==> config.mk <==
export PLATFORM = sky130hd
export DESIGN_NAME = m4vt_store
export DESIGN_NICKNAME = d
export VERILOG_FILES = /design/src/matrix4_vector_transform_unit_macros.svh /design/src/m4vt_pkg.sv /design/src/m4vt_ram.sv /design/src/m4vt_store.sv
export SDC_FILE = /design/constraint.sdc
export NUM_CORES = 1
export LEC_CHECK = 0
export ABC_AREA = 1
export BUFFER_PORTS_ARGS = -buffer_cell sky130_fd_sc_hd__buf_2
export CAP_MARGIN = 20
export CORE_ASPECT_RATIO = 1.75
export CORE_MARGIN = 2
export CORE_UTILIZATION = 30
export CTS_CLUSTER_SIZE = 28
export DETAILED_ROUTE_END_ITERATION = 10
export GPL_ROUTABILITY_DRIVEN = 1
export GPL_TIMING_DRIVEN = 0
export PLACE_DENSITY = 0.57
export RECOVER_POWER = 25
export SYNTH_ARGS = -nofsm -noshare
export SYNTH_HDL_FRONTEND = slang
export SYNTH_SLANG_ARGS = --single-unit
==> constraint.sdc <==
create_clock -name clock -period 12.9 [get_ports clock]
set_input_delay 2.58 -clock clock [delete_from_list [all_inputs] [get_ports clock]]
set_output_delay 2.58 -clock clock [all_outputs]
set_load 0.02 [all_outputs]
==> src/matrix4_vector_transform_unit_macros.svh <==
// assertion macros for the matrix4 vector transform unit
// used by the top level only, expects signals named clock and reset in scope
`ifndef MATRIX4_VECTOR_TRANSFORM_UNIT_MACROS_SVH
`define MATRIX4_VECTOR_TRANSFORM_UNIT_MACROS_SVH

// same-cycle implication, checked outside reset
`define M4VT_ASSERT_IMPL(label, ante, cons, msg) \
   label: assert property (@(posedge clock) disable iff (reset) (ante) |-> (cons)) \
      else $error(msg);

// next-cycle implication, checked outside reset
`define M4VT_ASSERT_NEXT(label, ante, cons, msg) \
   label: assert property (@(posedge clock) disable iff (reset) (ante) |=> (cons)) \
      else $error(msg);

`endif

==> src/m4vt_pkg.sv <==
// shared types and constants of the matrix4 vector transform unit
// no dependencies; imported by every module of the block but m4vt_ram
package m4vt_pkg;

   // field widths and matrix geometry
   localparam int DATA_W            = 32;
   localparam int INDEX_W           = 4;
   localparam int ACTION_W          = 2;
   localparam int MAT_DIM           = 4;
   localparam int OUT_ROWS          = 3;
   localparam int WORD_ENTRIES      = OUT_ROWS * MAT_DIM;
   localparam int PROD_W            = 2 * DATA_W;
   localparam int SUM_W             = PROD_W + 2;
   localparam int FRAC_BITS_DEFAULT = 16;

   // fourth row feeds a dropped component and is never stored
   localparam logic [INDEX_W-3:0] DROPPED_ROW = 2'd3;

   // request action codes
   typedef enum logic [ACTION_W-1:0] {
      ACT_LOAD   = 2'd0,
      ACT_POINT  = 2'd1,
      ACT_VECTOR = 2'd2
   } action_type;

   // rows 0 to 2 of the matrix, entry e at row e/4, column e%4
   typedef logic [WORD_ENTRIES-1:0][DATA_W-1:0] matrix_type;
   typedef logic [MAT_DIM-1:0][DATA_W-1:0]      vector_type;

   // entry write from the request side
   typedef struct packed {
      logic               en;
      logic [INDEX_W-1:0] index;
      logic [DATA_W-1:0]  value;
   } load_type;

   // matrix store status
   typedef struct packed {
      logic word_valid;
      logic fwd_valid;
   } store_status_type;

endpackage

==> src/m4vt_ram.sv <==
// generic single-port synchronous ram with registered read data
// no dependencies
module m4vt_ram #(
   parameter int WIDTH = 32,
   parameter int DEPTH = 1,
   localparam int AW = (DEPTH > 1) ? $clog2(DEPTH) : 1
) (
   input  logic             clock,
   input  logic             wr_en,
   input  logic [AW-1:0]    addr,
   input  logic [WIDTH-1:0] wr_data,
   output logic [WIDTH-1:0] rd_data
);

   logic [WIDTH-1:0] mem_ff [DEPTH];
   logic [WIDTH-1:0] rd_data_ff;

   // write port and read-before-write read port
   always_ff @(posedge clock) begin
      if (wr_en) begin
         mem_ff[addr] <= wr_data;
      end
      rd_data_ff <= mem_ff[addr];
   end

   assign rd_data = rd_data_ff;

endmodule

==> src/m4vt_store.sv <==
// matrix store: ram word holding rows 0 to 2, read-modify-write of one entry per load
// depends on m4vt_pkg and m4vt_ram
module m4vt_store import m4vt_pkg::*; (
   input  logic             clock,
   input  logic             reset,
   input  load_type         load,
   output matrix_type       matrix,
   output store_status_type status
);

   matrix_type ram_rd_data;
   matrix_type wr_word_in;
   matrix_type wr_word_ff;
   logic       wr_en;
   logic       fwd_valid_in;
   logic       fwd_valid_ff;
   logic       word_valid_in;
   logic       word_valid_ff;

   // storage, always read at its single word
   m4vt_ram #(
      .WIDTH ($bits(matrix_type)),
      .DEPTH (1)
   ) u_ram (
      .clock   (clock),
      .wr_en   (wr_en),
      .addr    (1'b0),
      .wr_data (wr_word_in),
      .rd_data (ram_rd_data)
   );

   // current matrix: last write forwarded over the ram, zero until first write
   always_comb begin
      if (!word_valid_ff) begin
         matrix = '0;
      end else if (fwd_valid_ff) begin
         matrix = wr_word_ff;
      end else begin
         matrix = ram_rd_data;
      end
   end

   // merge the loaded entry into the current word
   always_comb begin
      wr_en         = load.en && (load.index[INDEX_W-1:2] != DROPPED_ROW);
      wr_word_in    = matrix;
      if (wr_en) begin
         wr_word_in[load.index] = load.value;
      end
      fwd_valid_in  = wr_en;
      word_valid_in = word_valid_ff || wr_en;
   end

   // forwarding and valid flags
   always_ff @(posedge clock) begin
      if (reset) begin
         fwd_valid_ff  <= 1'b0;
         word_valid_ff <= 1'b0;
      end else begin
         fwd_valid_ff  <= fwd_valid_in;
         word_valid_ff <= word_valid_in;
      end
   end

   // forwarded word copy
   always_ff @(posedge clock) begin
      if (wr_en) begin
         wr_word_ff <= wr_word_in;
      end
   end

   assign status.word_valid = word_valid_ff;
   assign status.fwd_valid  = fwd_valid_ff;

endmodule

==> impl_metrics.py, run 1 <==
metrics = {
    "outcome": {
        "outcome": "completed",
    },
    "final_layout": {
        "area_growth_pct": 20.7,
        "final_net_count": 4700,
        "final_cell_count_no_fill": 6098,
        "post_route_cells_drive_above_1_share_pct": 14.3,
        "final_core_utilization_pct": 36.5,
        "fillers": 11236,
    },
    "floorplanning": {
        "die_area_mm2": 0.110,
        "ios": 425,
        "core-area_mm2": 0.107,
        "fp.dieW_um": 252,
        "start_util_pct": 30.2,
        "floorplan.die.height_um": 438,
        "fp-row-count": 159,
    },
    "clocking": {
        "cts_hold_repair.buffers": 0,
        "post_cts.repair.setup_buffers": 0,
        "cts-buffers-inserted": 79,
        "number_of_h_tree_levels": 3,
        "cts_tree": "yes",
        "clk_pin_slew_worst_paths_ps": 60,
        "cts-root-buf": "sky130_fd_sc_hd__clkbuf_16",
        "cts.repair.resized": 0,
        "clock_tree.buffer_depth": 3,
        "clk-insertion-delay-late_ps": 690,
        "cts.sinks": 770,
    },
    "placed_design": {
        "place.gp.congestion": 0.850,
        "post-dp-hpwl_um": 86700,
        "dpl.cell_count": 5948,
        "place.port_buffers": 423,
    },
    "sta": {
        "setup_viol": 0,
        "final_hold_viol_count": 0,
        "final-max-slew-violation-count": 0,
        "max_slew_headroom_at_the_worst_pin_pct": 27.6,
        "finalClockSkew_ps": 33.7,
        "grt_setup_unrepaired": "no",
        "setup_total_negative_slack_ps": 0,
        "worst_pin_slew_ps": 1090,
        "fmax_mhz": 180,
        "min_hold_slack_ps": 338,
        "period_needed_ps": 5560,
        "period_share_pct": 43.1,
    },
    "min_path": {
        "hold_path.class": "flip-flop to flip-flop",
        "holdCritStartpoint": "wr_word_ff[184]",
        "whs_path_depth": 0,
        "worst_hold_path.endpoint": "u_ram.rd_data[184]",
    },
    "worst_setup_path": {
        "worst-r2r-setup-slack_ps": 10390,
        "ff2ff_path_depth": 7,
        "arrival_ps": 2980,
        "worstReg2RegStart": "fwd_valid_ff",
        "cp.required_ps": 10320,
        "critPathMaxStageDelay_ps": 830,
        "kind_of_start_point_of_the_critical_path": "flip-flop",
        "worstPathMaxFanout": 10,
        "worst_r2r_endpoint": "wr_word_ff[48]",
        "path_cells": "clkbuf_1, clkbuf_1, nand2_1, nand2_1, nor2_1, buf_2",
        "critPathKind": "flip-flop to output pin",
        "cpMaxStageDelayCell": "sky130_fd_sc_hd__clkbuf_1",
        "end_kind": "output pin",
    },
    "power_and_ir_drop": {
        "static-leakage-power_nw": 19.1,
        "irDropWorstVdd_v": 0.000109,
        "power_density_cells_mw_per_mm2": 151,
        "total_power_w": 0.00591,
    },
    "synthesis": {
        "synth_flop_cell": "sky130_fd_sc_hd__dfxtp_1",
        "yosysWarningCount": 0,
        "synth_area_mm2": 0.0323,
        "synth_instances": 4148,
        "synth.lib_cells_used.distinct": 14,
        "synth.ff_latch_count": 770,
        "synth_top_area_cell": "sky130_fd_sc_hd__edfxtp_1",
        "synth_enable_flop_cells": 384,
        "yosys-top-cells-area": "sky130_fd_sc_hd__edfxtp_1 (36%), sky130_fd_sc_hd__dfxtp_1 (24%), sky130_fd_sc_hd__nand2_1 (21%)",
        "synth_top_area_share_pct": 35.7,
        "synth_sequential_area_ratio_pct": 59.6,
        "post-synth-top-count-cell": "sky130_fd_sc_hd__nand2_1",
        "synth-async-reset-ratio_pct": 0,
        "mapped_avg_cell_area_um2": 7.79,
        "post_synth_most_frequent_cells": "sky130_fd_sc_hd__nand2_1 (1799), sky130_fd_sc_hd__nor2_1 (781), sky130_fd_sc_hd__inv_1 (394)",
        "postSynthNetCount": 4187,
    },
    "global_route": {
        "initial_antenna_violation_count": 8,
        "grt_pass1_wl_um": 178000,
        "maximum_number_of_pins_on_one_net_before_global_route_repair": 103,
        "first_global_vias": 25850,
        "grt.total_usage_pct": 22.3,
        "grt_residual_overflow": 0,
    },
    "detailed_routing": {
        "detail_route.wl_per_cell_um": 20.5,
        "routed_via_density": 4.47,
        "detail_route.wirelength_um": 125000,
        "drc": 0,
        "antenna_left": 0,
        "drt-initial-drc-count": 1914,
        "vias": 27236,
        "detail_route.first_pass.iterations": 5,
    },
    "flow_run": {
        "maximum_capacitance_violations": 0,
    },
}
==> critical path, delay by kind of cell, from the launching register on <==
| kind | cells | cell delay (ps) |
|---|---|---|
| buf+inv | 3 | 1610 |
| flops | 1 | 400 |
| simple gates | 3 | 290 |
==> area by class of cell <==
class / instances / area (um^2) / area share, %
multi-input combinational: 2726 / 10500 / 26.9
antenna: 3 / 7.51 / 0.0192
clock inverter: 38 / 374 / 0.959
timing repair buffer: 432 / 2340 / 6.00
sequential: 770 / 19300 / 49.4
tap: 1368 / 1710 / 4.39
inverter: 394 / 1490 / 3.81
buffer: 258 / 1120 / 2.87
clock buffer: 109 / 2220 / 5.69
==> sequential cells by signal, summed over array words and instances (netlist names) <==
register / flops
fwd_valid_ff: 1
u_ram.mem_ff: 12
u_ram.rd_data: 384
word_valid_ff: 1
wr_word_ff: 372
==> through the flow <==
step / setup WS (ps) / instance area, um^2
finish: 7340 / 39000
CTS: 7240 / 39000
global placement: -4080 / 36100
detailed placement: 7460 / 36400
global route: 7160 / 39000
floorplan: 1610 / 32300
==> cells by family (layout without fill, tap and decap cells) <==
family	Yosys count	in the layout	synth area share, %
AOI/OAI and AO/OA	2	2	0.0309
and+or+nand+nor	2724	2724	32.5
other	0	3	0
buffers and inverters	652	1231	7.92
DFF	770	770	59.6
==> placed cells by master (no fill, tap or decap), types with 3 or more instances in the layout <==
master	instances
sky130_fd_sc_hd__edfxtp_1	384
sky130_fd_sc_hd__nand2_1	1799
sky130_fd_sc_hd__dfxtp_1	386
sky130_fd_sc_hd__clkinv_1	6
sky130_fd_sc_hd__diode_2	3
sky130_fd_sc_hd__inv_6	5
sky130_fd_sc_hd__clkbuf_8	9
sky130_fd_sc_hd__clkinv_2	15
sky130_fd_sc_hd__clkbuf_2	32
sky130_fd_sc_hd__clkbuf_16	81
sky130_fd_sc_hd__buf_2	507
sky130_fd_sc_hd__clkbuf_1	146
sky130_fd_sc_hd__nand3_1	77
sky130_fd_sc_hd__buf_12	3
sky130_fd_sc_hd__bufinv_16	6
sky130_fd_sc_hd__nor2_1	781
sky130_fd_sc_hd__buf_16	6
sky130_fd_sc_hd__buf_1	13
sky130_fd_sc_hd__nand4_1	64
sky130_fd_sc_hd__inv_1	393
sky130_fd_sc_hd__nor2_2	3
sky130_fd_sc_hd__clkinv_4	3
==> how the worst max path moves through the flow <==
| stage | startpoint | end |
|---|---|---|
| final | fwd_valid_ff | matrix[48] |
| after global placement | load[36] | wr_word_ff[258] |
| after floorplan | load[36] | u_ram.mem_ff[0][127] |
| after detailed placement | load[36] | wr_word_ff[201] |
| after global routing | fwd_valid_ff | matrix[48] |
| after CTS | fwd_valid_ff | matrix[48] |
==> power by group <==
part           switching, W  internal [W]
Combinational      0.000544      0.000184
Clock               0.00104       0.00133
Sequential        0.0000556       0.00275
==> routing by layer <==
metal / GRT usage (%) / vias up / wire length [um]
li1: - / 13595 / -
met1: 27.1 / 12618 / 51500
met2: 38.0 / 849 / 60000
met3: 4.70 / 170 / 8560
met4: 9.30 / 4 / 5190
met5: 0 / - / 26
Power figures use the tool's default switching activity.
==> run 2: changes to the inputs <==
--- a/config.mk
+++ b/config.mk
@@ -5,7 +5,7 @@
 export SDC_FILE = /design/constraint.sdc
 export NUM_CORES = 1
 export LEC_CHECK = 0
-export ABC_AREA = 1
+export ABC_AREA = 0
 export BUFFER_PORTS_ARGS = -buffer_cell sky130_fd_sc_hd__buf_2
 export CAP_MARGIN = 20
 export CORE_ASPECT_RATIO = 1.75
==> constraint.sdc (replaced) <==
create_clock -name clock -period 5.2 [get_ports clock]
set_input_delay 1.04 -clock clock [delete_from_list [all_inputs] [get_ports clock]]
set_output_delay 1.04 -clock clock [all_outputs]
set_load 0.02 [all_outputs]
==> impl_metrics.py, run 2 <==
metrics = {
    "outcome": {
        "outcome": "finished, violations left",
        "violations": "max-capacitance violations, max-slew violations",
    },
    "sta": {
        "period_needed_ps": 4450,
        "finalClockSkew_ps": 13.3,
        "period_share_pct": 85.7,
        "worst_pin_slew_ps": 3260,
        "min_hold_slack_ps": 363,
        "grt_setup_unrepaired": "no",
        "max_slew_headroom_at_the_worst_pin_pct": -119,
        "final-max-slew-violation-count": 11,
        "final_hold_viol_count": 0,
        "fmax_mhz": 224,
        "setup_viol": 0,
        "setup_total_negative_slack_ps": 0,
    },
    "final_layout": {
        "layout.cells.most_common_list": "sky130_fd_sc_hd__buf_2 (495), sky130_fd_sc_hd__dfxtp_1 (386), sky130_fd_sc_hd__nor2b_1 (385), sky130_fd_sc_hd__mux2i_1 (384), sky130_fd_sc_hd__edfxtp_1 (384)",
        "area.sequential_mm2": 0.0193,
        "final_common_cell": "sky130_fd_sc_hd__buf_2",
        "largest_register_ff_count": 384,
        "area_growth_pct": 22.7,
        "final_net_count": 2669,
        "fillers": 10041,
        "postLayoutCellArea_mm2": 0.0376,
        "post_route_cells_drive_above_1_share_pct": 37.9,
        "combined_area_of_the_multi_input_logic_cells_mm2": 0.0107,
    },
    "detailed_routing": {
        "detail_route.wl_per_cell_um": 24.4,
        "routed_via_density": 4.46,
        "drt-initial-drc-count": 736,
        "vias": 17998,
        "detail_route.first_pass.iterations": 7,
        "drc": 0,
        "detail_route.wirelength_um": 98400,
        "antenna_left": 0,
    },
    "floorplanning": {
        "core-area_mm2": 0.102,
        "fp.dieW_um": 246,
        "start_util_pct": 30.2,
        "floorplan.die.height_um": 427,
        "fp-row-count": 155,
        "die_area_mm2": 0.105,
        "ios": 425,
    },
    "synthesis": {
        "post-synth-top-count-cell": "sky130_fd_sc_hd__dfxtp_1",
        "synth_top_area_cell": "sky130_fd_sc_hd__edfxtp_1",
        "synth_top_area_share_pct": 37.6,
        "synth_instances": 2105,
        "synth-async-reset-ratio_pct": 0,
        "mapped_avg_cell_area_um2": 14.6,
        "synth_flop_cell": "sky130_fd_sc_hd__dfxtp_1",
        "yosys-top-cells-area": "sky130_fd_sc_hd__edfxtp_1 (38%), sky130_fd_sc_hd__dfxtp_1 (25%), sky130_fd_sc_hd__mux2_2 (14%)",
        "post_synth_most_frequent_cells": "sky130_fd_sc_hd__dfxtp_1 (386), sky130_fd_sc_hd__nor2b_1 (385), sky130_fd_sc_hd__edfxtp_1 (384), sky130_fd_sc_hd__mux2i_1 (384), sky130_fd_sc_hd__mux2_2 (376)",
        "yosysWarningCount": 0,
        "synth.lib_cells_used.distinct": 17,
        "synth_area_mm2": 0.0307,
        "synth_enable_flop_cells": 384,
        "synth.ff_latch_count": 770,
        "synth_sequential_area_ratio_pct": 62.8,
        "postSynthNetCount": 2144,
    },
    "worst_setup_path": {
        "end_kind": "output pin",
        "arrival_ps": 3410,
        "critPathMaxStageDelay_ps": 840,
        "critPathBufInv": 4,
        "cp.required_ps": 4160,
        "cp_top_family": "buffers and inverters",
        "timing.critical_path.mode_cell": "sky130_fd_sc_hd__clkbuf_1",
        "critPathKind": "flip-flop to output pin",
        "cpMaxStageDelayCell": "sky130_fd_sc_hd__clkbuf_1",
        "path_cells": "clkbuf_1, clkbuf_1, clkbuf_1, nor2b_1, buf_2",
        "worstPathMaxFanout": 10,
        "kind_of_start_point_of_the_critical_path": "flip-flop",
    },
    "global_route": {
        "initial_antenna_violation_count": 13,
        "grt_pass1_wl_um": 137000,
        "maximum_number_of_pins_on_one_net_before_global_route_repair": 25,
        "grt_residual_overflow": 0,
        "first_global_vias": 18447,
        "grt.total_usage_pct": 18.4,
    },
    "flow_run": {
        "maximum_capacitance_violations": 1,
    },
    "power_and_ir_drop": {
        "power_density_cells_mw_per_mm2": 384,
        "irDropWorstVdd_v": 0.000267,
        "static-leakage-power_nw": 15.2,
    },
    "clocking": {
        "clk_pin_slew_worst_paths_ps": 70,
        "cts_tree": "yes",
        "number_of_h_tree_levels": 3,
        "post_cts.repair.setup_buffers": 0,
        "cts.sinks": 770,
        "cts-buffers-inserted": 79,
        "cts-root-buf": "sky130_fd_sc_hd__clkbuf_16",
        "cts.repair.resized": 0,
        "clk-insertion-delay-late_ps": 660,
        "clock_tree.buffer_depth": 3,
        "cts_hold_repair.buffers": 0,
    },
    "placed_design": {
        "place.port_buffers": 424,
        "place.gp.congestion": 0.744,
        "post-dp-hpwl_um": 70900,
        "dpl_cell_area_mm2": 0.0349,
    },
    "min_path": {
        "hold_path.class": "flip-flop to flip-flop",
    },
}
[run 2: cell types whose count changed in the layout (fill, tap and decap cells not counted), moves of 12 or more]
cell | previous run | this run
sky130_fd_sc_hd__buf_2 | 507 | 495
sky130_fd_sc_hd__clkbuf_1 | 146 | 97
sky130_fd_sc_hd__clkbuf_2 | 32 | 0
sky130_fd_sc_hd__inv_1 | 393 | 0
sky130_fd_sc_hd__mux2_2 | 0 | 376
sky130_fd_sc_hd__mux2i_1 | 0 | 384
sky130_fd_sc_hd__nand2_1 | 1799 | 1
sky130_fd_sc_hd__nand3_1 | 77 | 1
sky130_fd_sc_hd__nand4_1 | 64 | 0
sky130_fd_sc_hd__nor2_1 | 781 | 8
sky130_fd_sc_hd__nor2b_1 | 0 | 385
[run 2: final timing paths]
path | startpoint | endpoint | slack [ps] | cells past startpoint
setup / recovery | word_valid_ff | matrix[280] | 750 | 5
hold / removal | wr_word_ff[35] | u_ram.rd_data[35] | 360 | 0
setup reg to reg | word_valid_ff | wr_word_ff[280] | 2380 | 5
hold reg to reg | wr_word_ff[35] | u_ram.rd_data[35] | 360 | 0
[run 2: cells by family (layout without fill, tap and decap cells)]
logic type / after synthesis / after routing / synth area share, %
other cells: 0 / 6 / 0
buf+inv: 160 / 752 / 2.27
flops: 770 / 770 / 62.8
compound gates: 1 / 1 / 0.0245
simple gates: 406 / 406 / 8.23
mux: 768 / 768 / 26.6
[run 2: layer usage]
layer | routed length [um] | part of all wire (%) | global-route usage [%] | up-vias
li1 | - | - | - | 8567
met2 | 48500 | 49 | 31.8 | 484
met5 | 22 | 0.022 | 0 | -
met1 | 39600 | 40 | 21.4 | 8809
met3 | 6600 | 6.7 | 4.92 | 132
met4 | 3620 | 3.7 | 7.86 | 6
[run 2: worst reg2reg max path, delay by kind of cell (launching register included)]
family	cells	cell delay [ps]
AND/OR/NAND/NOR	1	320
buffers and inverters	3	1840
multiplexers	1	190
flip-flops	1	350
[run 2: through the flow]
stage / total power [W] / setup slack (ps) / util (%) / instances
2_1_floorplan: 0.00800 / -2980 / - / 2105
3_3_place_gp: 0.00861 / -7800 / 33.9 / 3863
3_5_place_dp: 0.00862 / 1330 / 34.3 / 3883
4_1_cts: 0.0147 / 570 / 37.0 / 4031
5_1_grt: 0.0150 / 573 / 37.0 / 4033
6_report: 0.0144 / 745 / 37.0 / 4037
[run 2: layout make-up]
cell class	instances	area share (%)
Tap cell	1334	4.44
Multi-Input combinational cell	1175	28.5
Sequential cell	770	51.2
Clock buffer	102	5.88
Buffer	160	1.85
Clock inverter	46	1.28
Antenna cell	6	0.0399
Timing Repair Buffer	444	6.83
[run 2: report_power, final]
group | internal, W | total [W] | switching [W]
registers | 0.00680 | 0.00693 | 0.000132
logic | 0.000573 | 0.00153 | 0.000953
clock network | 0.00343 | 0.00598 | 0.00255
